**src/rtl/core/hta_pkg.sv**
```systemverilog
// ----------------------------------------------------------------------------
// hta_pkg
// Shared types and constants of the HSL tone adjust pipeline.
// ----------------------------------------------------------------------------
package hta_pkg;

   localparam logic [16:0] UNIT_ONE  = 17'd65536;
   localparam logic [16:0] HALF_UNIT = 17'd32768;
   localparam logic [16:0] HUE_TURN  = 17'd23040;
   localparam logic [15:0] GAIN_ONE  = 16'd4096;

   // register indexes of the csr port
   localparam logic [2:0] CSR_HUE_OFFSET = 3'd0;
   localparam logic [2:0] CSR_SAT_GAIN   = 3'd1;
   localparam logic [2:0] CSR_LIGHT_GAIN = 3'd2;
   localparam logic [2:0] CSR_CONTRAST   = 3'd3;
   localparam logic [2:0] CSR_OPACITY    = 3'd4;

   // pipeline stage positions
   localparam int DIV_STEPS  = 17;
   localparam int STG_A      = 0;
   localparam int STG_B      = 1;
   localparam int DIV_FIRST  = 2;
   localparam int STG_C      = DIV_FIRST + DIV_STEPS;
   localparam int STG_D      = STG_C + 1;
   localparam int STG_E      = STG_C + 2;
   localparam int STG_F      = STG_C + 3;
   localparam int STG_G      = STG_C + 4;
   localparam int STG_H      = STG_C + 5;
   localparam int STG_K      = STG_C + 8;
   localparam int NUM_STAGES = STG_K + 1;

   typedef struct packed {
      logic [15:0] red_in;
      logic [15:0] green_in;
      logic [15:0] blue_in;
      logic [15:0] alpha_in;
      logic        is_background;
   } req_type;

   typedef struct packed {
      logic [15:0] red_out;
      logic [15:0] green_out;
      logic [15:0] blue_out;
      logic [15:0] alpha_out;
   } rsp_type;

   // data that rides along untouched until the output stage
   typedef struct packed {
      logic        bypass;
      logic [15:0] red;
      logic [15:0] green;
      logic [15:0] blue;
      logic [15:0] alpha;
   } side_type;

   typedef enum logic [1:0] {
      HSEL_RED,
      HSEL_GREEN,
      HSEL_BLUE
   } hsel_type;

   typedef struct packed {
      logic [16:0] rem;
      logic [16:0] lo;
      logic [16:0] quo;
      logic [16:0] den;
   } div_lane_type;

   typedef struct packed {
      side_type     side;
      logic [16:0]  light;
      hsel_type     hsel;
      logic         hneg;
      logic         dpos;
      div_lane_type sat;
      div_lane_type hue;
   } div_type;

   typedef enum logic [1:0] {
      MODE_RISE,
      MODE_HIGH,
      MODE_FALL,
      MODE_LOW
   } chan_mode_type;

   typedef struct packed {
      logic [16:0]   span;
      logic [11:0]   arg;
      logic [16:0]   p;
      logic [16:0]   q;
      logic [16:0]   light;
      chan_mode_type mode;
      logic          grey;
   } chan_in_type;

endpackage

```
**src/rtl/core/hta_div_step.sv**
```systemverilog
// ----------------------------------------------------------------------------
// hta_div_step
// One registered restoring-division step for the saturation and hue lanes.
// ----------------------------------------------------------------------------
module hta_div_step (
   input  logic             clock,
   input  logic             en,
   input  hta_pkg::div_type d_in,
   output hta_pkg::div_type d_out
);

   hta_pkg::div_type d_ff;
   hta_pkg::div_type d_in_next;

   function automatic hta_pkg::div_lane_type lane_step(input hta_pkg::div_lane_type a);
      logic [17:0]           trial;
      hta_pkg::div_lane_type b;
      b     = a;
      trial = {a.rem, a.lo[16]};
      b.lo  = {a.lo[15:0], 1'b0};
      if (trial >= {1'b0, a.den}) begin
         b.rem = 17'(trial - {1'b0, a.den});
         b.quo = {a.quo[15:0], 1'b1};
      end else begin
         b.rem = trial[16:0];
         b.quo = {a.quo[15:0], 1'b0};
      end
      return b;
   endfunction

   always_comb begin
      d_in_next     = d_in;
      d_in_next.sat = lane_step(d_in.sat);
      d_in_next.hue = lane_step(d_in.hue);
   end

   always_ff @(posedge clock) begin
      if (en) begin
         d_ff <= d_in_next;
      end
   end

   assign d_out = d_ff;

endmodule

```
**config.mk**
```make
export PLATFORM = sky130hd
export DESIGN_NAME = hta_div_step
export DESIGN_NICKNAME = d
export VERILOG_FILES = /design/src/rtl/core/hta_pkg.sv /design/src/rtl/core/hta_div_step.sv
export SDC_FILE = /design/constraint.sdc
export NUM_CORES = 1
export LEC_CHECK = 0
export ABC_CLOCK_PERIOD_IN_PS = 3480
export BUFFER_PORTS_ARGS = -buffer_cell sky130_fd_sc_hd__buf_2
export CORE_AREA = 2 2 172 174
export CTS_CLUSTER_DIAMETER = 100
export CTS_CLUSTER_SIZE = 20
export DETAILED_ROUTE_END_ITERATION = 8
export DIE_AREA = 0 0 174 176
export PLACE_DENSITY = 0.58
export SLEW_MARGIN = 20
export SYNTH_ARGS = -nofsm -noshare
export SYNTH_HDL_FRONTEND = slang
export SYNTH_SLANG_ARGS = --single-unit
export TNS_END_PERCENT = 5
```
**constraint.sdc**
```tcl
create_clock -name clock -period 3.48 [get_ports clock]
set_input_delay 0.522 -clock clock [delete_from_list [all_inputs] [get_ports clock]]
set_output_delay 0.522 -clock clock [all_outputs]
set_load 0.01 [all_outputs]
```
Word level (Yosys, flattened, before mapping)
Index checks and enable logic that the tools add are counted.

Register bits: 220. Input port bits: 224. Output and inout port bits: 222. Logic and storage cells: 25.

Add/subtract/negate cells: 2. Order comparisons: 2. Muxes and demuxes: 4.

Operators with widths (number): >= comparator 18 x 17 -> 1 bit (2); two-way mux 17 bit (2); subtractor 17 bit (2); two-way mux 1 bit (2).

Longest topological paths before layout
Gate-level depths: netlist of the first run.

Depth after elaboration: 2. Depth in mapped cells: 11. Gate-level depth less buffers: 10.

Worst setup path before layout of the first run
No wires, ideal clock.

Path kind: input -> register. Start point: input port d_in[50] (netlist bit). End point: register d_ff (netlist bit d_out[64]), data pin. Library setup time: 0.260 ns. Data arrival time: 2.645 ns. Required time: 3.220 ns. Slack: 0.575 ns. Stages: 11. Path buffers: 1. Cell sequence: inv_1 > ha_1 > inv_1 > fa_1 > a21oi_1 > o21a_1 > o21ai_0 > o21a_2 > o22ai_4 > buf_8 > mux2_2.

RTL lines: start, declared (line hta_div_step.sv:8) `input hta_pkg::div_type d_in,`; end signal, assigned (line hta_div_step.sv:39) `d_ff <= d_in_next;`; end, declared (line hta_div_step.sv:12) `hta_pkg::div_type d_ff;`.

==> out/results.tsv, run 1 <==
metric	value	unit
first-pass GRT wire length	36600	µm
number of synthesized register bits	220	
fin crit period	2.66	ns
TritonCTS buffer count	15	
GP Congestion	0.819	
WL final	25200	µm
fmax	376	MHz
layout cell share with drive strength beyond 1	48.2	%
CP Class	input port to flip-flop	
critical path buffer and inverter count	4	
DR WL/cell	17.9	µm
CTS clk-pin slew, worst paths	0.08	ns
sw power	1520	µW
DR iter-0 viols	450	
combinational power share	17.8	%
core box area	28500	µm²
antenna violations before repair	3	
# hold bufs at CTS	0	
largest cells by area after synthesis	edfxtp_1 74%, ha_1 4.7%, a21oi_1 2.6%	
final design utilization	42.4	%
maximum clock insertion buffer count	3	
Min-Delay Path Class	input port to flip-flop	
Synth area leader	edfxtp_1	
initial cell density of the core	31.4	%
Routed Antenna Nets	0	
CTS tree	done	
Final setup viols	0	
max reg flops	220	
YS warnings	0	
grt total ovfl	0	
area share of the largest cell type after synthesis	73.7	%
Worst setup EP type	flip-flop	
Slew Viols, Final	0	
Yosys cell types	63	
H-tree depth	1	
Pwr Density	493	nW/µm²
1st-pass router iterations	7	
# DRC	0	
Post-synth EDFFs	220	
VDD IR max	0.000365	V
routed vias/inst	4.50	
io pins	446	
Row Count	62	
cells along the critical path	buf_2 > inv_1 > ha_1 > inv_1 > fa_1 > a21oi_1 > o21a_1 > o21ai_0 > o21a_2 > o22ai_4 > buf_12 > mux2_2	
GRT Total Usage	15.4	%
Slew HR	54.0	%
P_int	4450	µW
required time of the critical path	3.72	ns
worst-path fanout max	12	
CP max stage cell	fa_1	
CP delay by family, top	compound AO/OA/AOI/OAI gates	
fin nets	1281	
clock root buffer	clkbuf_16	
Post-Syn Instances	564	
static leakage	0.00523	µW
worst endpoint data arrival time	2.89	ns
mapped cell area	8970	µm²
Final Total Pwr	5970	µW
clock sink total	220	
largest net degree at the start of global routing	75	
RSZ-0062 raised after global routing	false	
Seq/Total Area, Yosys	73.7	%
ys flop type	edfxtp_1	
fraction of registers with async set/reset	0	%
IO buf count	441	
synthesized area per cell	15.9	µm²
final hold violations	0	
Vias	6344	
Switching Share	25.4	%
startpoint types	input port	
CTS resizes	0	
max capacitance violation total	0	
setup bufs post-CTS	0	
status	finished, final reports clean	
Area Growth Syn to Fin	35.1	%
die area	30600	µm²
setup TNS	0	ns
Die Y	176	µm
Top cell by count, worst path	inv_1	
final worst path period share	76.4	%
worst slew pin tran	0.689	ns
clock network power share	27.7	%
number of global-route vias before repair	6173	
hpwl dp	20000	µm
Hold Slack	0.211	ns
Fillers	2765	
Seq pwr share	54.5	%
Die Wd	174	µm
critical path's largest stage delay	0.40	ns
-- cells in the mapped netlist, types with 2 or more instances --
cell type    n
a211oi_1     3
a21o_1       5
a21oi_1     46
a31oi_1      4
a41oi_1      2
and2_1       2
buf_2        2
buf_4        4
clkbuf_1     4
edfxtp_1   220
fa_1         2
ha_1        34
inv_1       48
mux2_1       6
mux2_2      14
mux2i_1      3
nand2_1     14
nand2b_1     3
nand3_1     10
nand4_1      4
nor2_1      28
nor2b_1      2
nor3_1       9
o21a_1       4
o21ai_0     13
o21bai_1     8
o22ai_1      2
o31ai_1      6
o32ai_1      2
or2_2        2
or3_1        3
xnor2_1     19
xor2_1       6
-- cells in the final DEF, fill, tap and decap left out, types with 8 or more instances in the layout --
master and instances:
a21oi_1 46, buf_2 440, clkbuf_16 15, edfxtp_1 220
ha_1 34, inv_1 48, mux2_2 14, nand2_1 14
nand3_1 10, nor2_1 28, nor3_1 9, o21ai_0 13
o21bai_1 8, xnor2_1 19
-- cell families (layout without fill, tap and decap cells) --
| logic type | count (synthesis) | in the layout | synth area share [%] |
|---|---|---|---|
| buf+inv | 59 | 516 | 2.79 |
| simple gates | 91 | 91 | 5.26 |
| flops | 220 | 220 | 73.7 |
| fa+ha+maj | 36 | 36 | 5.19 |
| other cells | 1 | 5 | 0.0418 |
| mux | 23 | 23 | 2.85 |
| compound gates | 109 | 109 | 7.75 |
| xor+xnor | 25 | 25 | 2.44 |
-- metrics by stage --
stage          area, µm²  setup slack (ns)  instances
2_1_floorplan       8970             0.575        565
3_3_place_gp       11700             0.330       1388
3_5_place_dp       11700             0.299       1388
4_1_cts            12100             0.821       1406
5_1_grt            12100             0.681       1407
6_report           12100             0.821       1409
-- layer usage --
metal | track usage, % | up-vias | share of wire (%)
li1 | - | 3045 | -
met4 | 4.69 | 0 | 2.4
met1 | 20.0 | 2998 | 42
met3 | 3.06 | 32 | 6.7
met2 | 26.3 | 269 | 49
met5 | 0 | - | 0
-- power by group through the flow --
| stage | combinational [µW] | clock, µW | sequential, µW |
|---|---|---|---|
| final | 1060 | 1650 | 3250 |
| after global routing | 1160 | 1800 | 3280 |
| after CTS | 1080 | 1710 | 3250 |
| after detailed placement | 1070 | 0 | 3310 |
| after global placement | 1060 | 0 | 3310 |
| after floorplan | 385 | 0 | 3460 |
-- final cells by class --
cell class,count,area (µm²),share of cell area [%]
multi-input cells,286,2110,17.4
diodes,3,7.51,0.0620
repair buffers,450,2320,19.2
inverters,48,180,1.49
clock inverters,3,30.0,0.248
well taps,384,480,3.97
flip-flops and latches,220,6610,54.5
clock buffers,15,375,3.10
-- worst paths after layout --
| path | cells after the start | start | endpoint |
|---|---|---|---|
| setup / recovery | 12 | d_in[50] | d_out[56] |
| hold / removal | 1 | d_in[142] | d_out[142] |
Note: power is estimated with default switching activity, not from simulation.
==> run 2: changes to the inputs <==
--- a/config.mk
+++ b/config.mk
@@ -5,14 +5,14 @@
 export SDC_FILE = /design/constraint.sdc
 export NUM_CORES = 1
 export LEC_CHECK = 0
-export ABC_CLOCK_PERIOD_IN_PS = 3480
+export ABC_CLOCK_PERIOD_IN_PS = 2200
 export BUFFER_PORTS_ARGS = -buffer_cell sky130_fd_sc_hd__buf_2
 export CORE_AREA = 2 2 172 174
 export CTS_CLUSTER_DIAMETER = 100
 export CTS_CLUSTER_SIZE = 20
 export DETAILED_ROUTE_END_ITERATION = 8
 export DIE_AREA = 0 0 174 176
-export PLACE_DENSITY = 0.58
+export PLACE_DENSITY = 0.6
 export SLEW_MARGIN = 20
 export SYNTH_ARGS = -nofsm -noshare
 export SYNTH_HDL_FRONTEND = slang
==> constraint.sdc (replaced) <==
create_clock -name clock -period 2.2 [get_ports clock]
set_input_delay 0.33 -clock clock [delete_from_list [all_inputs] [get_ports clock]]
set_output_delay 0.33 -clock clock [all_outputs]
set_load 0.01 [all_outputs]
==> out/results.tsv, run 2 (synthesized netlist as in run 1, its figures left out) <==
metric	value	unit
status	finished, final reports clean	
clock network power share	26.7	%
maximum clock insertion buffer count	3	
core box area	28500	µm²
most frequent cells in the layout	440 x buf_2, 220 x edfxtp_1, 116 x buf_4, 46 x inv_1, 44 x a21oi_1	
largest net degree at the start of global routing	52	
Final Total Pwr	9780	µW
io pins	446	
Die Y	176	µm
sw power	2490	µW
hpwl dp	21900	µm
number of global-route vias before repair	6842	
fmax	471	MHz
initial cell density of the core	31.4	%
Row Count	62	
# DRC	0	
H-tree depth	1	
CTS clk-pin slew, worst paths	0.08	ns
combinational power share	20.6	%
RSZ-0062 raised after global routing	true	
final hold violations	0	
Final setup viols	0	
Min-Delay Path Class	input port to flip-flop	
grt total ovfl	0	
TritonCTS buffer count	15	
DR WL/cell	17.5	µm
max reg flops	220	
startpoint types	input port	
post-route cell area	13200	µm²
die area	30600	µm²
Area Growth Syn to Fin	47.4	%
GP Congestion	0.849	
fin nets	1410	
CP Class	input port to flip-flop	
setup TNS	0	ns
required time of the critical path	2.43	ns
VDD IR max	0.000322	V
final worst path period share	96.6	%
clock root buffer	clkbuf_16	
IO buf count	441	
Pwr Density	740	nW/µm²
Die Wd	174	µm
clock sink total	220	
dpl cell area	12600	µm²
DR iter-0 viols	304	
1st-pass router iterations	4	
fin crit period	2.12	ns
Seq pwr share	52.7	%
layout cell share with drive strength beyond 1	53.7	%
commonest non-fill, non-tap cell in the layout	buf_2	
Routed Antenna Nets	0	
worst-path fanout max	11	
Worst setup EP type	flip-flop	
Switching Share	25.4	%
worst endpoint data arrival time	2.36	ns
Slew Viols, Final	0	
WL final	26900	µm
GRT Total Usage	16.6	%
CTS tree	done	
P_int	7290	µW
final design utilization	46.3	%
Hold Slack	0.0247	ns
Vias	6803	
routed vias/inst	4.42	
setup bufs post-CTS	0	
static leakage	0.00587	µW
max capacitance violation total	0	
first-pass GRT wire length	38900	µm
antenna violations before repair	5	
run 2: routing by layer:
layer	part of all wire, %	routed length (µm)	vias to the layer above	GRT usage, %
li1	-	-	3296	-
met1	39	10400	3219	19.3
met2	52	13900	242	30.1
met3	7.0	1890	42	3.98
met4	2.5	678	4	5.18
met5	0.093	25	-	0
run 2: final timing paths:
kind	cells after the start	slack [ns]	to	startpoint
max	12	0.08	d_out[58]	d_in[50]
min	1	0.02	d_out[136]	d_in[136]
run 2: layout make-up:
type	instances	area [µm²]
Clock inverter	3	25.0
Clock buffer	15	375
Fill cell	2668	15300
Timing Repair Buffer	579	3350
Multi-Input combinational cell	286	2180
Inverter	48	193
Antenna cell	3	7.51
Sequential cell	220	6610
Tap cell	384	480
run 2: repair_timing:
item | CTS | global route
hold endpoints to repair | 13 | 5
setup endpoints to repair | 0 | 15
hold buffers | 13 | 5
resized for setup | 0 | 2
run 2: per-stage QoR:
stage,instances,setup slack (ns)
2_1_floorplan,565,-0.304
3_3_place_gp,1499,-0.406
3_5_place_dp,1499,-0.451
4_1_cts,1530,0.0756
5_1_grt,1537,-0.000917
6_report,1538,0.0752
run 2: worst max-delay path, cell delays in order:
cell	delay [ns]
buf_2	0.15
inv_12	0.06
ha_4	0.12
inv_2	0.03
fa_2	0.36
a21oi_2	0.16
o21a_1	0.17
o21ai_2	0.08
o21a_2	0.24
o22ai_4	0.13
buf_12	0.18
mux2_2	0.34
run 2: power by group through the flow:
| stage | sequential (µW) | combinational, µW | clock (µW) |
|---|---|---|---|
| global route | 5190 | 2180 | 2850 |
| CTS | 5160 | 2030 | 2730 |
| floorplan | 5470 | 648 | 0 |
| global placement | 5250 | 1990 | 0 |
| detailed placement | 5250 | 2000 | 0 |
| finish | 5160 | 2010 | 2610 |
==> run 3: changes to the inputs <==
--- a/config.mk
+++ b/config.mk
@@ -5,14 +5,16 @@
 export SDC_FILE = /design/constraint.sdc
 export NUM_CORES = 1
 export LEC_CHECK = 0
+export ABC_AREA = 1
 export ABC_CLOCK_PERIOD_IN_PS = 2200
 export BUFFER_PORTS_ARGS = -buffer_cell sky130_fd_sc_hd__buf_2
-export CORE_AREA = 2 2 172 174
+export CORE_AREA = 2 2 171 173
+export CTS_BUF_LIST = sky130_fd_sc_hd__clkbuf_4 sky130_fd_sc_hd__clkbuf_8
 export CTS_CLUSTER_DIAMETER = 100
 export CTS_CLUSTER_SIZE = 20
 export DETAILED_ROUTE_END_ITERATION = 8
-export DIE_AREA = 0 0 174 176
-export PLACE_DENSITY = 0.6
+export DIE_AREA = 0 0 173 175
+export PLACE_DENSITY = 0.63
 export SLEW_MARGIN = 20
 export SYNTH_ARGS = -nofsm -noshare
 export SYNTH_HDL_FRONTEND = slang
==> out/results.tsv, run 3 <==
metric	value	unit
number of global-route vias before repair	8135	
clock root buffer	clkbuf_8	
worst hold path depth	3	
number of synthesized register bits	220	
Area Growth Syn to Fin	54.4	%
fin crit period	2.14	ns
Pwr Density	638	nW/µm²
layout cell share with drive strength beyond 1	35.8	%
worst endpoint data arrival time	2.43	ns
startpoint types	input port	
largest cells by area after synthesis	edfxtp_1 70%, nand2_1 10%, inv_1 5.1%	
final design utilization	51.2	%
ys flop type	edfxtp_1	
top cells by count, synth	261 x nand2_1, 220 x edfxtp_1, 127 x inv_1	
max reg flops	220	
RSZ-0062 raised after global routing	true	
clock sink total	220	
Post-synth EDFFs	220	
maximum clock insertion buffer count	3	
cells along the critical path	dlygate4sd3_1 > buf_2 > inv_1 > ha_2 > nand2_2 > inv_1 > nand2_1 > nand2_1 > and3_1 > nor2_4 > nand2_4 > buf_4	
combinational power share	22.3	%
CP Class	input port to flip-flop	
Routed Antenna Nets	0	
CP delay by family, top	buffers and inverters	
# DRC	0	
fraction of registers with async set/reset	0	%
Post-Syn Instances	792	
Fillers	2530	
antenna violations before repair	7	
CTS clk-pin slew, worst paths	0.12	ns
status	finished, final reports clean	
area share of the largest cell type after synthesis	70.2	%
Final setup viols	0	
sw power	2530	µW
CTS tree	done	
TritonCTS buffer count	15	
worst slew pin tran	0.537	ns
YS warnings	0	
synthesized area per cell	11.9	µm²
largest net degree at the start of global routing	58	
Row Count	62	
core box area	28400	µm²
io pins	446	
grt total ovfl	0	
VDD IR max	0.000509	V
CP max stage cell	dlygate4sd3_1	
min-delay src	d_in[121]	
Slew Viols, Final	0	
most frequent cell after synthesis	nand2_1	
mapped cell area	9410	µm²
initial cell density of the core	33.2	%
final hold violations	0	
Vias	8030	
critical path buffer and inverter count	5	
hpwl dp	21900	µm
Slew HR	64.2	%
Die Y	175	µm
1st-pass router iterations	5	
fmax	467	MHz
P_int	6740	µW
Seq pwr share	55.5	%
setup TNS	0	ns
critical path's largest stage delay	0.54	ns
fin nets	1720	
GP Congestion	0.889	
Switching Share	27.2	%
DR WL/cell	16.6	µm
Final Total Pwr	9270	µW
H-tree depth	1	
Die Wd	173	µm
die area	30300	µm²
Synth area leader	edfxtp_1	
worst-path fanout max	9	
Seq/Total Area, Yosys	70.2	%
required time of the critical path	2.48	ns
most frequent cells in the layout	440 x buf_2, 258 x nand2_1, 220 x edfxtp_1, 184 x dlygate4sd3_1, 126 x inv_1	
clock network power share	22.2	%
final worst path period share	97.4	%
Yosys cell types	30	
Worst setup EP type	flip-flop	
GRT Total Usage	19.2	%
Finished Layout Cells	1852	
Placed Instances	1638	
Min-Delay Path Class	input port to flip-flop	
routed vias/inst	4.34	
DR iter-0 viols	551	
static leakage	0.00694	µW
max capacitance violation total	0	
hold path endpoint	d_out[122]	
IO buf count	441	
WL final	30700	µm
commonest non-fill, non-tap cell in the layout	buf_2	
first-pass GRT wire length	45600	µm
## run 3: cell types whose count changed after synthesis, moves of 7 or more
cell / before / now
o21bai_1: 8 / 0
a21oi_1: 46 / 19
xor2_1: 6 / 13
nand2_1: 14 / 261
inv_1: 48 / 127
nand3_1: 10 / 44
xnor2_1: 19 / 1
o21ai_0: 13 / 1
mux2_2: 14 / 0
## run 3: power by group through the flow
stage / Sequential, µW / Combinational (µW) / Clock, µW
5_1_grt: 5180 / 2260 / 2300
3_3_place_gp: 5220 / 1720 / 0
2_1_floorplan: 5450 / 613 / 0
4_1_cts: 5140 / 2010 / 2170
3_5_place_dp: 5230 / 1740 / 0
6_report: 5140 / 2070 / 2060
## run 3: how the worst max path moves through the flow
| stage | start | endpoint | slack (ns) | cells after the start |
|---|---|---|---|---|
| 6_report | d_in[13] | d_out[17] | 0.06 | 12 |
| 5_1_grt | d_in[0] | d_out[64] | -0.03 | 15 |
| 4_1_cts | d_in[0] | d_out[64] | 0.10 | 15 |
| 3_5_place_dp | d_in[50] | d_out[60] | -0.0007 | 15 |
| 3_3_place_gp | d_in[118] | d_out[131] | 0.03 | 13 |
| 2_1_floorplan | d_in[50] | d_out[56] | 0.17 | 15 |
## run 3: kinds of logic after synthesis
group / synth area share [%]
simple gates: 16.4
flops: 70.2
buf+inv: 6.02
fa+ha+maj: 4.94
compound gates: 1.16
xor+xnor: 1.30
other cells: 0.0398
## run 3: routing by layer
| layer | vias up | wire length (µm) | GRT usage (%) |
|---|---|---|---|
| met5 | - | 13 | 0 |
| met4 | 2 | 915 | 7.24 |
| met3 | 51 | 1960 | 4.35 |
| met2 | 308 | 15400 | 33.5 |
| met1 | 3734 | 12400 | 23.2 |
| li1 | 3935 | - | - |
## run 3: layout make-up
class	instances	area [µm²]	area share (%)
Timing Repair Buffer	658	4350	29.9
Inverter	127	477	3.28
Clock buffer	15	206	1.42
Sequential cell	220	6610	45.4
Multi-Input combinational cell	438	2350	16.2
Tap cell	384	480	3.30
Clock inverter	4	52.6	0.361
Antenna cell	6	15.0	0.103
## run 3: timing repair
item	4_1_cts	5_1_grt
buffers inserted	0	4
endpoints found under the setup margin	0	34
hold endpoints to repair	183	1
hold buffers	183	1
resized for setup	0	20
## run 3: per-stage QoR
step	cell area (µm²)	setup slack (ns)	hold WS, ns
after CTS	14400	0.104	0.00185
after global routing	14500	-0.0320	0.0648
after global placement	12300	0.0270	0.506
after floorplan	9420	0.171	0.429
after detailed placement	12300	-0.000703	0.508
final	14500	0.0579	0.0905
