**src/rtl/core/hta_pkg.sv**
```systemverilog
// ----------------------------------------------------------------------------
// hta_pkg
// Shared types and constants of the HSL tone adjust pipeline.
// ----------------------------------------------------------------------------
package hta_pkg;

   localparam logic [16:0] UNIT_ONE  = 17'd65536;
   localparam logic [16:0] HALF_UNIT = 17'd32768;
   localparam logic [16:0] HUE_TURN  = 17'd23040;
   localparam logic [15:0] GAIN_ONE  = 16'd4096;

   // register indexes of the csr port
   localparam logic [2:0] CSR_HUE_OFFSET = 3'd0;
   localparam logic [2:0] CSR_SAT_GAIN   = 3'd1;
   localparam logic [2:0] CSR_LIGHT_GAIN = 3'd2;
   localparam logic [2:0] CSR_CONTRAST   = 3'd3;
   localparam logic [2:0] CSR_OPACITY    = 3'd4;

   // pipeline stage positions
   localparam int DIV_STEPS  = 17;
   localparam int STG_A      = 0;
   localparam int STG_B      = 1;
   localparam int DIV_FIRST  = 2;
   localparam int STG_C      = DIV_FIRST + DIV_STEPS;
   localparam int STG_D      = STG_C + 1;
   localparam int STG_E      = STG_C + 2;
   localparam int STG_F      = STG_C + 3;
   localparam int STG_G      = STG_C + 4;
   localparam int STG_H      = STG_C + 5;
   localparam int STG_K      = STG_C + 8;
   localparam int NUM_STAGES = STG_K + 1;

   typedef struct packed {
      logic [15:0] red_in;
      logic [15:0] green_in;
      logic [15:0] blue_in;
      logic [15:0] alpha_in;
      logic        is_background;
   } req_type;

   typedef struct packed {
      logic [15:0] red_out;
      logic [15:0] green_out;
      logic [15:0] blue_out;
      logic [15:0] alpha_out;
   } rsp_type;

   // data that rides along untouched until the output stage
   typedef struct packed {
      logic        bypass;
      logic [15:0] red;
      logic [15:0] green;
      logic [15:0] blue;
      logic [15:0] alpha;
   } side_type;

   typedef enum logic [1:0] {
      HSEL_RED,
      HSEL_GREEN,
      HSEL_BLUE
   } hsel_type;

   typedef struct packed {
      logic [16:0] rem;
      logic [16:0] lo;
      logic [16:0] quo;
      logic [16:0] den;
   } div_lane_type;

   typedef struct packed {
      side_type     side;
      logic [16:0]  light;
      hsel_type     hsel;
      logic         hneg;
      logic         dpos;
      div_lane_type sat;
      div_lane_type hue;
   } div_type;

   typedef enum logic [1:0] {
      MODE_RISE,
      MODE_HIGH,
      MODE_FALL,
      MODE_LOW
   } chan_mode_type;

   typedef struct packed {
      logic [16:0]   span;
      logic [11:0]   arg;
      logic [16:0]   p;
      logic [16:0]   q;
      logic [16:0]   light;
      chan_mode_type mode;
      logic          grey;
   } chan_in_type;

endpackage

```
**src/rtl/core/hta_chan.sv**
```systemverilog
// ----------------------------------------------------------------------------
// hta_chan
// Three-stage HSL-to-RGB channel: ramp product, divide by a sixth of a turn
// through a reciprocal, then select the channel level.
// ----------------------------------------------------------------------------
module hta_chan (
   input  logic                 clock,
   input  logic [2:0]           en,
   input  hta_pkg::chan_in_type c_in,
   output logic [16:0]          val
);

   logic [28:0]          x_ff;
   hta_pkg::chan_in_type h_ff;
   logic [19:0]          y_ff;
   logic [16:0]          qq_ff;
   hta_pkg::chan_in_type i_ff;
   logic [16:0]          val_ff;

   logic [29:0] x_rnd;
   logic [19:0] y_in;
   logic [35:0] z_mul;
   logic [16:0] qq_in;
   logic [20:0] rem;
   logic [16:0] ramp;
   logic [16:0] val_in;

   always_comb begin
      x_rnd = {1'b0, x_ff} + 30'd1920;
      y_in  = 20'(x_rnd >> 8);
      // y / 15 from below, fixed up in the next stage
      z_mul = {16'd0, y_in} * 36'd34952;
      qq_in = 17'(z_mul >> 19);
   end

   always_comb begin
      rem  = {1'b0, y_ff} - 21'({4'd0, qq_ff} * 21'd15);
      ramp = i_ff.p + qq_ff;
      if (rem >= 21'd30) begin
         ramp = 17'(ramp + 17'd2);
      end else if (rem >= 21'd15) begin
         ramp = 17'(ramp + 17'd1);
      end
      if (i_ff.grey) begin
         val_in = i_ff.light;
      end else begin
         case (i_ff.mode)
            hta_pkg::MODE_RISE: val_in = ramp;
            hta_pkg::MODE_FALL: val_in = ramp;
            hta_pkg::MODE_HIGH: val_in = i_ff.q;
            hta_pkg::MODE_LOW:  val_in = i_ff.p;
            default:            val_in = i_ff.p;
         endcase
      end
   end

   always_ff @(posedge clock) begin
      if (en[0]) begin
         x_ff <= 29'(c_in.span * c_in.arg);
         h_ff <= c_in;
      end
      if (en[1]) begin
         y_ff  <= y_in;
         qq_ff <= qq_in;
         i_ff  <= h_ff;
      end
      if (en[2]) begin
         val_ff <= val_in;
      end
   end

   assign val = val_ff;

endmodule

```
**config.mk**
```make
export PLATFORM = sky130hd
export DESIGN_NAME = hta_chan
export DESIGN_NICKNAME = d
export VERILOG_FILES = /design/src/rtl/core/hta_pkg.sv /design/src/rtl/core/hta_chan.sv
export SDC_FILE = /design/constraint.sdc
export NUM_CORES = 1
export LEC_CHECK = 0
export BUFFER_PORTS_ARGS = -buffer_cell sky130_fd_sc_hd__buf_2
export CAP_MARGIN = 15
export CELL_PAD_IN_SITES_DETAIL_PLACEMENT = 0
export CELL_PAD_IN_SITES_GLOBAL_PLACEMENT = 1
export CORE_MARGIN = 3
export CORE_UTILIZATION = 55
export DETAILED_ROUTE_END_ITERATION = 12
export PLACE_DENSITY_LB_ADDON = 0.1
export SYNTH_ARGS = -nofsm -noshare
export SYNTH_HDL_FRONTEND = slang
export SYNTH_SLANG_ARGS = --single-unit
```
**constraint.sdc**
```tcl
create_clock -name clock -period 14.74 [get_ports clock]
set_clock_uncertainty 0.05 [all_clocks]
set_input_delay 0 -clock clock [delete_from_list [all_inputs] [get_ports clock]]
set_output_delay 0 -clock clock [all_outputs]
set_load 0.01 [all_outputs]
```
After elaboration in Yosys (flattened, before gate mapping)

Cells that the tools add are included.

Reductions and logical operators: 2
$mul: 3
Eq/ne operators: 3
Muxes and demuxes: 4
$add $sub $neg: 5
Magnitude comparators: 2

Operators with widths:

| operator                                                           | count |
|---|---|
| 2-to-1 mux 17 bit                                                  | 3 |
| case mux 17 bit (3 select lines)                                   | 1 |
| multiplier 20 x 13 -> 33 bit, second input constant                | 1 |
| adder 28 x 11 -> 28 bit, second input constant                     | 1 |
| multiplier 17 x 12 -> 28 bit                                       | 1 |
| greater-or-equal comparator 21 x 4 -> 1 bit, second input constant | 1 |
| greater-or-equal comparator 21 x 5 -> 1 bit, second input constant | 1 |
| multiplier 17 x 4 -> 21 bit, second input constant                 | 1 |
| subtractor 20 x 21 -> 21 bit                                       | 1 |
| adder 17 x 1 -> 17 bit, second input constant                      | 1 |
| adder 17 bit                                                       | 1 |
| adder 17 x 2 -> 17 bit, second input constant                      | 1 |
| equality test 2 bit, second input constant                         | 2 |
| equality test 2 x 1 -> 1 bit, second input constant                | 1 |
| logical NOT 2 bit                                                  | 1 |
| OR reduction 2 bit                                                 | 1 |

Input port bits: 87
Output and inout bits: 17
Word-level logic and storage cells: 33
Bits in registers: 190

Depth between registers and ports, before layout

Gate-level depths: netlist (run 1).

Depth in word-level cells: 7
Depth in mapped cells: 25
Depth with buffers taken out: 25

Least setup slack after synthesis (run 1)

OpenSTA, ideal clock, no wires.

Kind: input -> register
Start: input port c_in[59] (netlist name)
End: register x_ff[27], data pin
Arrival: 5.216 ns
Path slack: 9.208 ns
Setup time: 0.266 ns
Path buffers: 2
Stages: 22
Path through: clkbuf_1 -> clkbuf_1 -> nand2_1 -> fa_1 -> fa_1 -> inv_1 -> fa_1 -> inv_1 -> fa_1 -> inv_1 -> fa_1 -> ha_1 -> a21o_1 -> a21o_1 -> a21o_1 -> a221oi_1 -> a221oi_1 -> a21oi_1 -> o31ai_1 -> o41a_1 -> nor4_1 -> nor3_1

Cells in the longest elaborated chain, start to end: 1

RTL lines:

| item                         | RTL line       | RTL |
|---|---|---|
| from (decl)                  | hta_chan.sv:9  | `input hta_pkg::chan_in_type c_in,` |
| multiplier 17 x 12 -> 28 bit | hta_chan.sv:59 | `x_ff <= 29'(c_in.span * c_in.arg);` |
| to (signal assigned)         | hta_chan.sv:59 |  |
| to (decl)                    | hta_chan.sv:13 | `logic [28:0] x_ff;` |

No other way between the ends.
A chain may end at the register's enable or synchronous reset.

Worst setup path after layout (run 1)

Start: register x_ff[7]
End: register qq_ff[15], data pin

Cells in the longest elaborated chain, start to end: 2

RTL lines:

| item                         | RTL line       | RTL |
|---|---|---|
| adder 28 x 11 -> 28 bit      | hta_chan.sv:29 | `x_rnd = {1'b0, x_ff} + 30'd1920;` |
| named net x_rnd[21]          | hta_chan.sv:20 | `logic [29:0] x_rnd;` |
| multiplier 20 x 13 -> 33 bit | hta_chan.sv:32 | `z_mul = {16'd0, y_in} * 36'd34952;` |
| named net z_mul[34]          | hta_chan.sv:22 | `logic [35:0] z_mul;` |
| to (signal assigned)         | hta_chan.sv:64 | `qq_ff <= qq_in;` |
| to (decl)                    | hta_chan.sv:16 | `logic [16:0] qq_ff;` |

The timed path passes the listed nets, and every way through them passes these cells.

==> parameters.txt, run 1 <==
Parameter                              Value

Status
  Run status    finished clean

Flow run
  Max-cap check violation count    0

Synth
  Cell type with the largest total area after synthesis    edfxtp_1
  Dominant cells by area after synthesis    edfxtp_1, fa_1, ha_1
  Post-synthesis net count    about 2200
  Post-Syn Instances    roughly 1700
  Post-synth EDFFs    roughly 180
  Average instance area after synthesis    about 11 um^2
  FF+latch count, synth    approximately 180
  FFs w/ async S/R, synth    0%
  Portion of the post-synthesis area used by sequential elements    30.02%
  Top cell type's share of synthesized area    a little under a third
  Count of warnings emitted by yosys    0
  Total standard cell area after synthesis    around 18000 um^2
  Main synth FF type    edfxtp_1
  Cell variety after synth    80

Global routing
  Initial antenna violation count    0
  GRT Resource Usage Total    22.59%
  Pin count of the biggest net entering global routing    approximately 80
  Wire length of the first global-routing pass    approximately 64 mm
  Via count of the first global-routing pass    about 13000
  Global route overflow    0

Clock network
  Cts bufs inserted    17
  Insertion delay to the later sink of the worst-skew pair    around 0.44 ns
  H-tree depth    4
  CTS Sinks    183
  Maximum clock path buffer count    2
  Root buffer cell    clkbuf_16
  Clock-pin slew reported for the worst setup and hold paths after clock tree synthesis    approximately 0.070 ns
  Post-CTS setup buffer count    0
  TritonCTS clock tree    yes

Detailed routing
  DR WL/cell    16.98 um
  Pre-antenna DRT Iters    5
  Initial detailed-routing violation count    513
  Count of unresolved DRC violations after routing    0
  DRT antenna net count    0
  Total vias in the final route    about 12000
  Routed WL    just under 40 mm
  Vias per cell    approximately 5.3

Layout
  Layout Area Growth over Synthesis    11.19%
  Count of filler cells inserted in the layout    between 2000 and 3000
  Number of nets in the finished design    2329
  Share of layout cells above drive strength 1    9.155%
  Utilization of the core after routing    between 60% and 70%
  Inserted Diodes    0

Floorplan
  Starting utilization of the core area    about 56%
  # rows    66
  Die Height    between 150 and 200 um
  Placeable Area    32700 um^2
  Die W    between 150 and 200 um
  Total Die Area    35510 um^2
  Count of boundary I/O pins    between 100 and 150

Hold path
  Type of the most critical hold path    in -> reg
  Number of cells on the worst hold path    1
  Sink of the worst hold path    h_ff[36]
  Startpoint of the worst hold path    en[0]

Worst setup path
  Slowest cell on the critical path    a2111oi_0
  R2r worst-path depth    22
  Startpoint-to-endpoint class of the critical path    reg -> reg
  Reg2reg setup slack    8.64 ns
  Worst reg2reg startpoint    x_ff[7]
  Kind of launch point of the worst setup path    register
  Most used cell along the critical path    inv_1
  Largest stage delay, worst path    0.74 ns
  Arrival @ worst endpoint    6.23 ns
  Category of cells accounting for the largest share of critical-path delay    adder cells
  Critical path buffers and inverters    4
  CP Max Fanout    4
  Crit-path cells    inv_1 > ha_1 > nor3b_1 > nor2_1 > and2_1 > inv_1 > nor2_1 > xor2_1 > inv_1 > fa_1 > inv_1 > fa_1 > ha_1 > ha_1 > o21a_1 > o21ai_0 > a31oi_1 > a31oi_1 > a2111oi_0 > nor2_1 > a21oi_1 > a211oi_1
  Data required time of the worst path    around 15 ns
  Reg2reg end    qq_ff[15]
  Setup crit end kind    register

Timing
  Unrepaired setup endpoints after global routing    false
  Final Hold Fails    0
  Final critical-path required period    approximately 6.1 ns
  Final setup fails    0
  Final-report max-slew violation count    0
  Actual transition at the worst max-transition pin    ~1.1 ns
  Period Utilization, post-route    between 40% and 50%
  Hold_ws    approximately 0.18 ns
  TNS Setup    0 ns
  Achievable clock frequency    0.1639 GHz
  Slew margin rel.    between 20 and 30%

Placed design
  Total of buffers placed on input and output ports    roughly 100
  Post-detail-place hpwl    about 30 mm
  Gpl congestion    0.8902
## cells in the final DEF, fill, tap and decap left out, types with 10 or more instances in the layout
master and instances:
a211oi_1 15, a21o_1 23, a21oi_1 55, and2_1 87, buf_2 101, clkbuf_16 17
dlygate4sd3_1 56, edfxtp_1 183, fa_1 216, ha_1 193, inv_1 301, mux2i_1 12
nand2_1 174, nand3_1 15, nor2_1 56, nor2b_1 12, nor3_1 21, o21a_1 14
o21ai_0 31, o21bai_1 10, xnor2_1 55, xor2_1 33
## per-stage QoR
| stage | instances | area, um^2 | setup WS [ns] |
|---|---|---|---|
| final | 2288 | 20350 | 8.640 |
| after CTS | 2288 | 20350 | 8.652 |
| after global routing | 2288 | 20350 | 8.208 |
| after global placement | 2200 | 19210 | 8.808 |
| after detailed placement | 2200 | 19210 | 8.671 |
| after floorplan | 1699 | 18310 | 9.208 |
## logic make-up (layout without fill, tap and decap cells)
logic type	Yosys count	count (layout)	synth area share, %
AND/OR/NAND/NOR	427	427	11.64
adder cells (fa/ha/maj)	409	409	36.81
buffers and inverters	347	494	7.135
AO/OA/AOI/OAI	223	223	8.913
flip-flops	183	183	30.02
XOR/XNOR	88	88	4.210
multiplexers	22	22	1.271
## cells in the mapped netlist, types with 4 or more instances
cell type	count
nor2_1	56
o21ai_0	31
mux2i_1	12
o21a_1	14
o22ai_1	6
nor4_1	5
mux2_2	9
xor2_1	33
o21ai_1	5
ha_1	193
fa_1	216
nor2b_1	12
o31ai_1	5
o21bai_1	10
or4_1	4
and4_1	6
nand3_1	15
nand2_1	174
a21o_1	23
xnor2_1	55
nand4_1	9
edfxtp_1	183
nor3_1	21
and2_1	87
o221ai_1	6
and3_1	7
inv_1	301
a21boi_0	4
a21oi_1	55
o211ai_1	5
a211oi_1	15
nand2b_1	9
clkbuf_1	40
a31oi_1	6
## metal layers
layer	wire length, um	GRT usage [%]
met1	17350	30.51
met2	19730	39.77
met3	1041	2.158
met4	714	5.299
met5	0	0
## area by class of cell
type	count	area (um^2)	share of cell area (%)
Multi-Input combinational cell	1169	11500	56.52
Sequential cell	183	5495	27.00
Inverter	302	1134	5.569
Timing Repair Buffer	160	1089	5.348
Tap cell	442	553.0	2.717
Clock buffer	17	425.4	2.090
Clock inverter	15	153.9	0.7561
## worst reg2reg max path: stages (launching register included)
cell and delay [ns]:
edfxtp_1 0.37, inv_1 0.06, ha_1 0.21, nor3b_1 0.17, nor2_1 0.23, and2_1 0.22
inv_1 0.05, nor2_1 0.29, xor2_1 0.34, inv_1 0.17, fa_1 0.56, inv_1 0.06
fa_1 0.46, ha_1 0.30, ha_1 0.33, o21a_1 0.12, o21ai_0 0.06, a31oi_1 0.38
a31oi_1 0.25, a2111oi_0 0.74, nor2_1 0.18, a21oi_1 0.20, a211oi_1 0.06
## flip-flops by register name, summed over array words and instances (netlist names)
name	count
i_ff	54
h_ff	54
x_ff	21
y_ff	20
qq_ff	17
val	17
## how the worst max path moves through the flow
stage,from,to,slack (ns),depth (start not counted)
4_1_cts,x_ff[7],qq_ff[15],8.65,22
3_5_place_dp,x_ff[7],qq_ff[15],8.67,22
2_1_floorplan,c_in[59],x_ff[27],9.21,22
3_3_place_gp,x_ff[7],qq_ff[15],8.81,22
5_1_grt,x_ff[7],qq_ff[15],8.21,22
6_report,x_ff[7],qq_ff[15],8.64,22
## repair_timing
action | in CTS | in global routing
hold endpoints to repair | 84 | 0
hold buffers | 56 | 0
gates resized for setup | 0 | 0
Power of run 1 is not shown: default switching activity piles up to over one toggle a cycle in this logic, so the estimate is an artifact.
==> run 2: changes to the inputs <==
--- a/config.mk
+++ b/config.mk
@@ -10,7 +10,7 @@
 export CELL_PAD_IN_SITES_DETAIL_PLACEMENT = 0
 export CELL_PAD_IN_SITES_GLOBAL_PLACEMENT = 1
 export CORE_MARGIN = 3
-export CORE_UTILIZATION = 55
+export CORE_UTILIZATION = 46
 export DETAILED_ROUTE_END_ITERATION = 12
 export PLACE_DENSITY_LB_ADDON = 0.1
 export SYNTH_ARGS = -nofsm -noshare
==> constraint.sdc (replaced) <==
create_clock -name clock -period 5.1 [get_ports clock]
set_clock_uncertainty 0.05 [all_clocks]
set_input_delay 0 -clock clock [delete_from_list [all_inputs] [get_ports clock]]
set_output_delay 0 -clock clock [all_outputs]
set_load 0.01 [all_outputs]
==> parameters.txt, run 2 (synthesized netlist as in run 1, its figures left out) <==
Parameter                              Value

Status
  Run status    finished with violations
  Failing checks    negative setup slack

Global routing
  Via count of the first global-routing pass    roughly 14000
  Wire length of the first global-routing pass    around 68 mm
  Pin count of the biggest net entering global routing    76
  Initial antenna violation count    0
  Global route overflow    0
  GRT Resource Usage Total    between 20% and 30%

Worst setup path
  Kind of launch point of the worst setup path    register
  Startpoint-to-endpoint class of the critical path    reg -> reg
  Setup crit end kind    register
  Crit-path cells    or4_4 > nor2b_4 > nand4_1 > xnor2_2 > ha_1 > inv_2 > fa_1 > inv_2 > fa_1 > ha_4 > ha_4 > o21a_1 > o21a_1 > o21ai_2 > a31oi_4 > a31oi_4 > a2111oi_4 > o31a_1 > nor2_1 > xnor2_1
  CP Max Fanout    4
  R2r worst-path depth    20
  Data required time of the worst path    about 5.2 ns
  Largest stage delay, worst path    about 0.6 ns
  Arrival @ worst endpoint    between 5 and 6 ns
  Slowest cell on the critical path    fa_1

Timing
  Actual transition at the worst max-transition pin    roughly 1 ns
  Unrepaired setup endpoints after global routing    true
  Achievable clock frequency    about 0.19 GHz
  Post-route worst setup slack    -0.1092 ns
  Final critical-path required period    between 5 and 6 ns
  Final setup fails    10
  Slew margin rel.    between 30 and 40%
  Period Utilization, post-route    102.1%
  Final Hold Fails    0
  Final-report max-slew violation count    0

Hold path
  Number of cells on the worst hold path    1
  Type of the most critical hold path    in -> reg

Clock network
  Maximum clock path buffer count    2
  Cts bufs inserted    17
  Root buffer cell    clkbuf_16
  TritonCTS clock tree    yes
  Clock-pin slew reported for the worst setup and hold paths after clock tree synthesis    ~0.070 ns
  H-tree depth    4
  Insertion delay to the later sink of the worst-skew pair    approximately 0.43 ns
  CTS Sinks    ~180

Placed design
  Total of buffers placed on input and output ports    slightly above 100
  Post-detail-place hpwl    34.17 mm
  Gpl congestion    0.8405

Detailed routing
  Count of unresolved DRC violations after routing    0
  Initial detailed-routing violation count    482
  Vias per cell    between 4 and 5
  Pre-antenna DRT Iters    4
  Routed WL    around 42 mm
  DRT antenna net count    0
  Total vias in the final route    12920
  DR WL/cell    16.12 um

Layout
  Most common cell after layout, fill and taps aside    inv_1
  Number of nets in the finished design    between 2000 and 3000
  Utilization of the core after routing    59.72%
  Biggest regs    h_ff: 54 flops, i_ff: 54 flops, x_ff: 21 flops
  Commonest cells after routing, fill and taps aside    inv_1, buf_4, fa_1
  Share of layout cells above drive strength 1    a little over a quarter
  Layout Area Growth over Synthesis    27.24%
  Inserted Diodes    0

Floorplan
  Starting utilization of the core area    a little under half
  Total Die Area    about 42000 um^2
  # rows    just over 70
  Placeable Area    between 30000 and 40000 um^2
  Die W    205.5 um
  Count of boundary I/O pins    about 100
  Die Height    about 210 um

Flow run
  Max-cap check violation count    0
-- run 2: changes by cell type in the layout (fill, tap and decap cells not counted), moves of 9 or more --
cell	before	now
xnor2_1	55	46
and2_4	0	11
nand2_1	174	165
buf_6	0	18
ha_4	0	23
buf_2	101	88
and2_1	87	76
ha_1	193	168
buf_4	3	233
a21oi_1	55	45
inv_1	301	284
inv_2	0	17
a21oi_2	1	10
-- run 2: layout make-up --
type                       count  area [um^2]
fill                        3302        15710
multi-input combinational   1169        12430
sequential                   183         5495
timing repair buffer         398         2995
inverter                     302         1134
tap                          518        648.1
clock buffer                  18        429.2
clock inverter                14        160.2
-- run 2: final timing paths --
kind,slack (ns),startpoint,endpoint
worst max-delay path,-0.11,x_ff[7],qq_ff[14]
worst min-delay path,0.17,en[0],h_ff[0]
worst max register to register,-0.11,x_ff[7],qq_ff[14]
worst min register to register,0.37,h_ff[37],i_ff[37]
-- run 2: per-layer routing --
metal	share of wire, %	global-route usage [%]	up-vias	wire (um)
met4	1.9	5.467	0	806
li1	-	-	6384	-
met3	2.1	2.199	44	863
met5	0	0	-	0
met2	54	37.34	171	22480
met1	42	25.46	6318	17800
-- run 2: timing repair --
item,in CTS,in global routing
setup buffers,7,20
cloned,0,0
endpoints found under the setup margin,26,32
endpoints found under the hold margin,91,0
pin swaps,61,91
hold buffers,56,0
gates resized for setup,67,132
-- run 2: critical path: cells and delay by family, from the launching register on --
family / cells / cell delay [ns]
buffers and inverters: 2 / 0.09
AND/OR/NAND/NOR: 4 / 0.90
flip-flops: 1 / 0.42
adder cells (fa/ha/maj): 5 / 1.89
XOR/XNOR: 2 / 0.23
AO/OA/AOI/OAI: 7 / 1.41
-- run 2: per-stage QoR --
stage / hold WS, ns / cells / TNS [ns] / instance area, um^2 / setup WS (ns)
finish: 0.1685 / 2602 / -0.5253 / 23290 / -0.1092
global route: 0.1970 / 2602 / -5.250 / 23290 / -0.3361
CTS: 0.2004 / 2583 / -0.04718 / 22620 / -0.02568
detailed placement: 0.1281 / 2489 / -5.480 / 21040 / -0.4857
global placement: 0.1279 / 2489 / -4.738 / 21040 / -0.4621
floorplan: 0.04887 / 1699 / -0.1247 / 18590 / -0.1095
Power of run 2 is left out for the same reason.
==> run 3: changes to the inputs <==
--- a/config.mk
+++ b/config.mk
@@ -13,6 +13,7 @@
 export CORE_UTILIZATION = 46
 export DETAILED_ROUTE_END_ITERATION = 12
 export PLACE_DENSITY_LB_ADDON = 0.1
+export SKIP_CTS_REPAIR_TIMING = 1
 export SYNTH_ARGS = -nofsm -noshare
 export SYNTH_HDL_FRONTEND = slang
 export SYNTH_SLANG_ARGS = --single-unit
==> parameters.txt, run 3 (synthesized netlist as in run 1, its figures left out) <==
Parameter                              Value

Worst setup path
  CP Max Fanout    4
  Data required time of the worst path    between 5 and 6 ns
  Setup crit end kind    register
  Kind of launch point of the worst setup path    register
  Arrival @ worst endpoint    5.24 ns
  Startpoint-to-endpoint class of the critical path    reg -> reg

Clock network
  Insertion delay to the later sink of the worst-skew pair    around 0.44 ns
  Maximum clock path buffer count    2
  Clock-pin slew reported for the worst setup and hold paths after clock tree synthesis    around 0.07 ns
  H-tree depth    4
  Cts bufs inserted    17
  Root buffer cell    clkbuf_16
  TritonCTS clock tree    yes
  CTS Sinks    183

Detailed routing
  Vias per cell    roughly 5
  DRT antenna net count    0
  DR WL/cell    16.14 um
  Total vias in the final route    12900
  Routed WL    between 40 and 50 mm
  Pre-antenna DRT Iters    5
  Count of unresolved DRC violations after routing    0
  Initial detailed-routing violation count    roughly 510

Layout
  Inserted Diodes    0
  Commonest cells after routing, fill and taps aside    inv_1, buf_4, fa_1
  Final non-filler cell total    around 2600
  Count of filler cells inserted in the layout    between 3000 and 4000
  Layout Area Growth over Synthesis    27.24%
  Most common cell after layout, fill and taps aside    inv_1
  Number of nets in the finished design    about 2600
  Biggest regs    h_ff: 54 flops, i_ff: 54 flops, x_ff: 21 flops
  Share of layout cells above drive strength 1    between 20% and 30%

Timing
  Unrepaired setup endpoints after global routing    true
  Actual transition at the worst max-transition pin    a little over 1 ns
  Post-route worst setup slack    -0.005233 ns
  Achievable clock frequency    0.1959 GHz
  Period Utilization, post-route    100.1%
  Final critical-path required period    ~5 ns
  Final-report max-slew violation count    0
  Final setup fails    1
  Slew margin rel.    32.97%
  Final Hold Fails    0

Global routing
  Pin count of the biggest net entering global routing    76
  Initial antenna violation count    0
  Via count of the first global-routing pass    13260
  GRT Resource Usage Total    approximately a fifth
  Global route overflow    0
  Wire length of the first global-routing pass    approximately 66 mm

Placed design
  Post-detail-place hpwl    between 30 and 40 mm
  Post-placement cell count    2489
  Total of buffers placed on input and output ports    ~100
  Gpl congestion    0.8405

Status
  Failing checks    negative setup slack
  Run status    finished with violations

Floorplan
  Placeable Area    between 30000 and 40000 um^2
  # rows    between 70 and 80
  Total Die Area    roughly 42000 um^2
  Die W    ~200 um
  Die Height    just over 200 um
  Starting utilization of the core area    46.93%
  Count of boundary I/O pins    approximately 100

Hold path
  Type of the most critical hold path    in -> reg

Flow run
  Max-cap check violation count    0
## run 3: metrics by stage
stage	setup WS (ns)	TNS (ns)	utilization, %	cell area, um^2	hold WS [ns]
after detailed placement	-0.4857	-5.480	53.93	21040	0.1281
final	-0.005233	-0.005233	59.72	23290	0.005958
after floorplan	-0.1095	-0.1247	-	18590	0.04887
after CTS	-0.3772	-4.413	55.44	21630	-0.3349
after global placement	-0.4621	-4.738	53.93	21040	0.1279
after global routing	-0.2364	-2.566	59.72	23290	0.001948
## run 3: critical path, stage by stage (launching register included)
cell and delay, ns:
edfxtp_1 0.42, or4_4 0.56, nor2b_4 0.16, nand4_1 0.12, xnor2_2 0.12, ha_1 0.30, inv_2 0.04, fa_1 0.49
inv_2 0.04, fa_1 0.58, ha_4 0.22, ha_4 0.28, o21a_1 0.12, o21a_1 0.14, o21ai_2 0.07, a31oi_4 0.21
a31oi_4 0.14, a2111oi_4 0.44, o31a_1 0.20, nor2_1 0.06, xnor2_1 0.12
## run 3: final timing paths
path,endpoint,start,cells past startpoint,slack (ns)
max,qq_ff[14],x_ff[7],20,-0.005
min,val[14],en[2],1,0.006
min reg2reg,i_ff[37],h_ff[37],0,0.37
max reg2reg,qq_ff[14],x_ff[7],20,-0.005
## run 3: metal layers
metal	vias to the layer above	share of wire (%)	GRT usage, %
met2	148	54	36.11
met4	0	1.7	4.930
li1	6371	-	-
met1	6340	43	25.05
met5	-	0	0
met3	43	1.6	1.693
## run 3: final cells by class
cell class	instances	area, um^2	share of cell area, %
clock buffers	18	429.2	1.842
multi-input cells	1169	12490	53.62
inverters	302	1134	4.867
repair buffers	391	2937	12.61
flip-flops and latches	183	5495	23.59
clock inverters	14	160.2	0.6875
well taps	518	648.1	2.782
Power of run 3 is left out for the same reason.
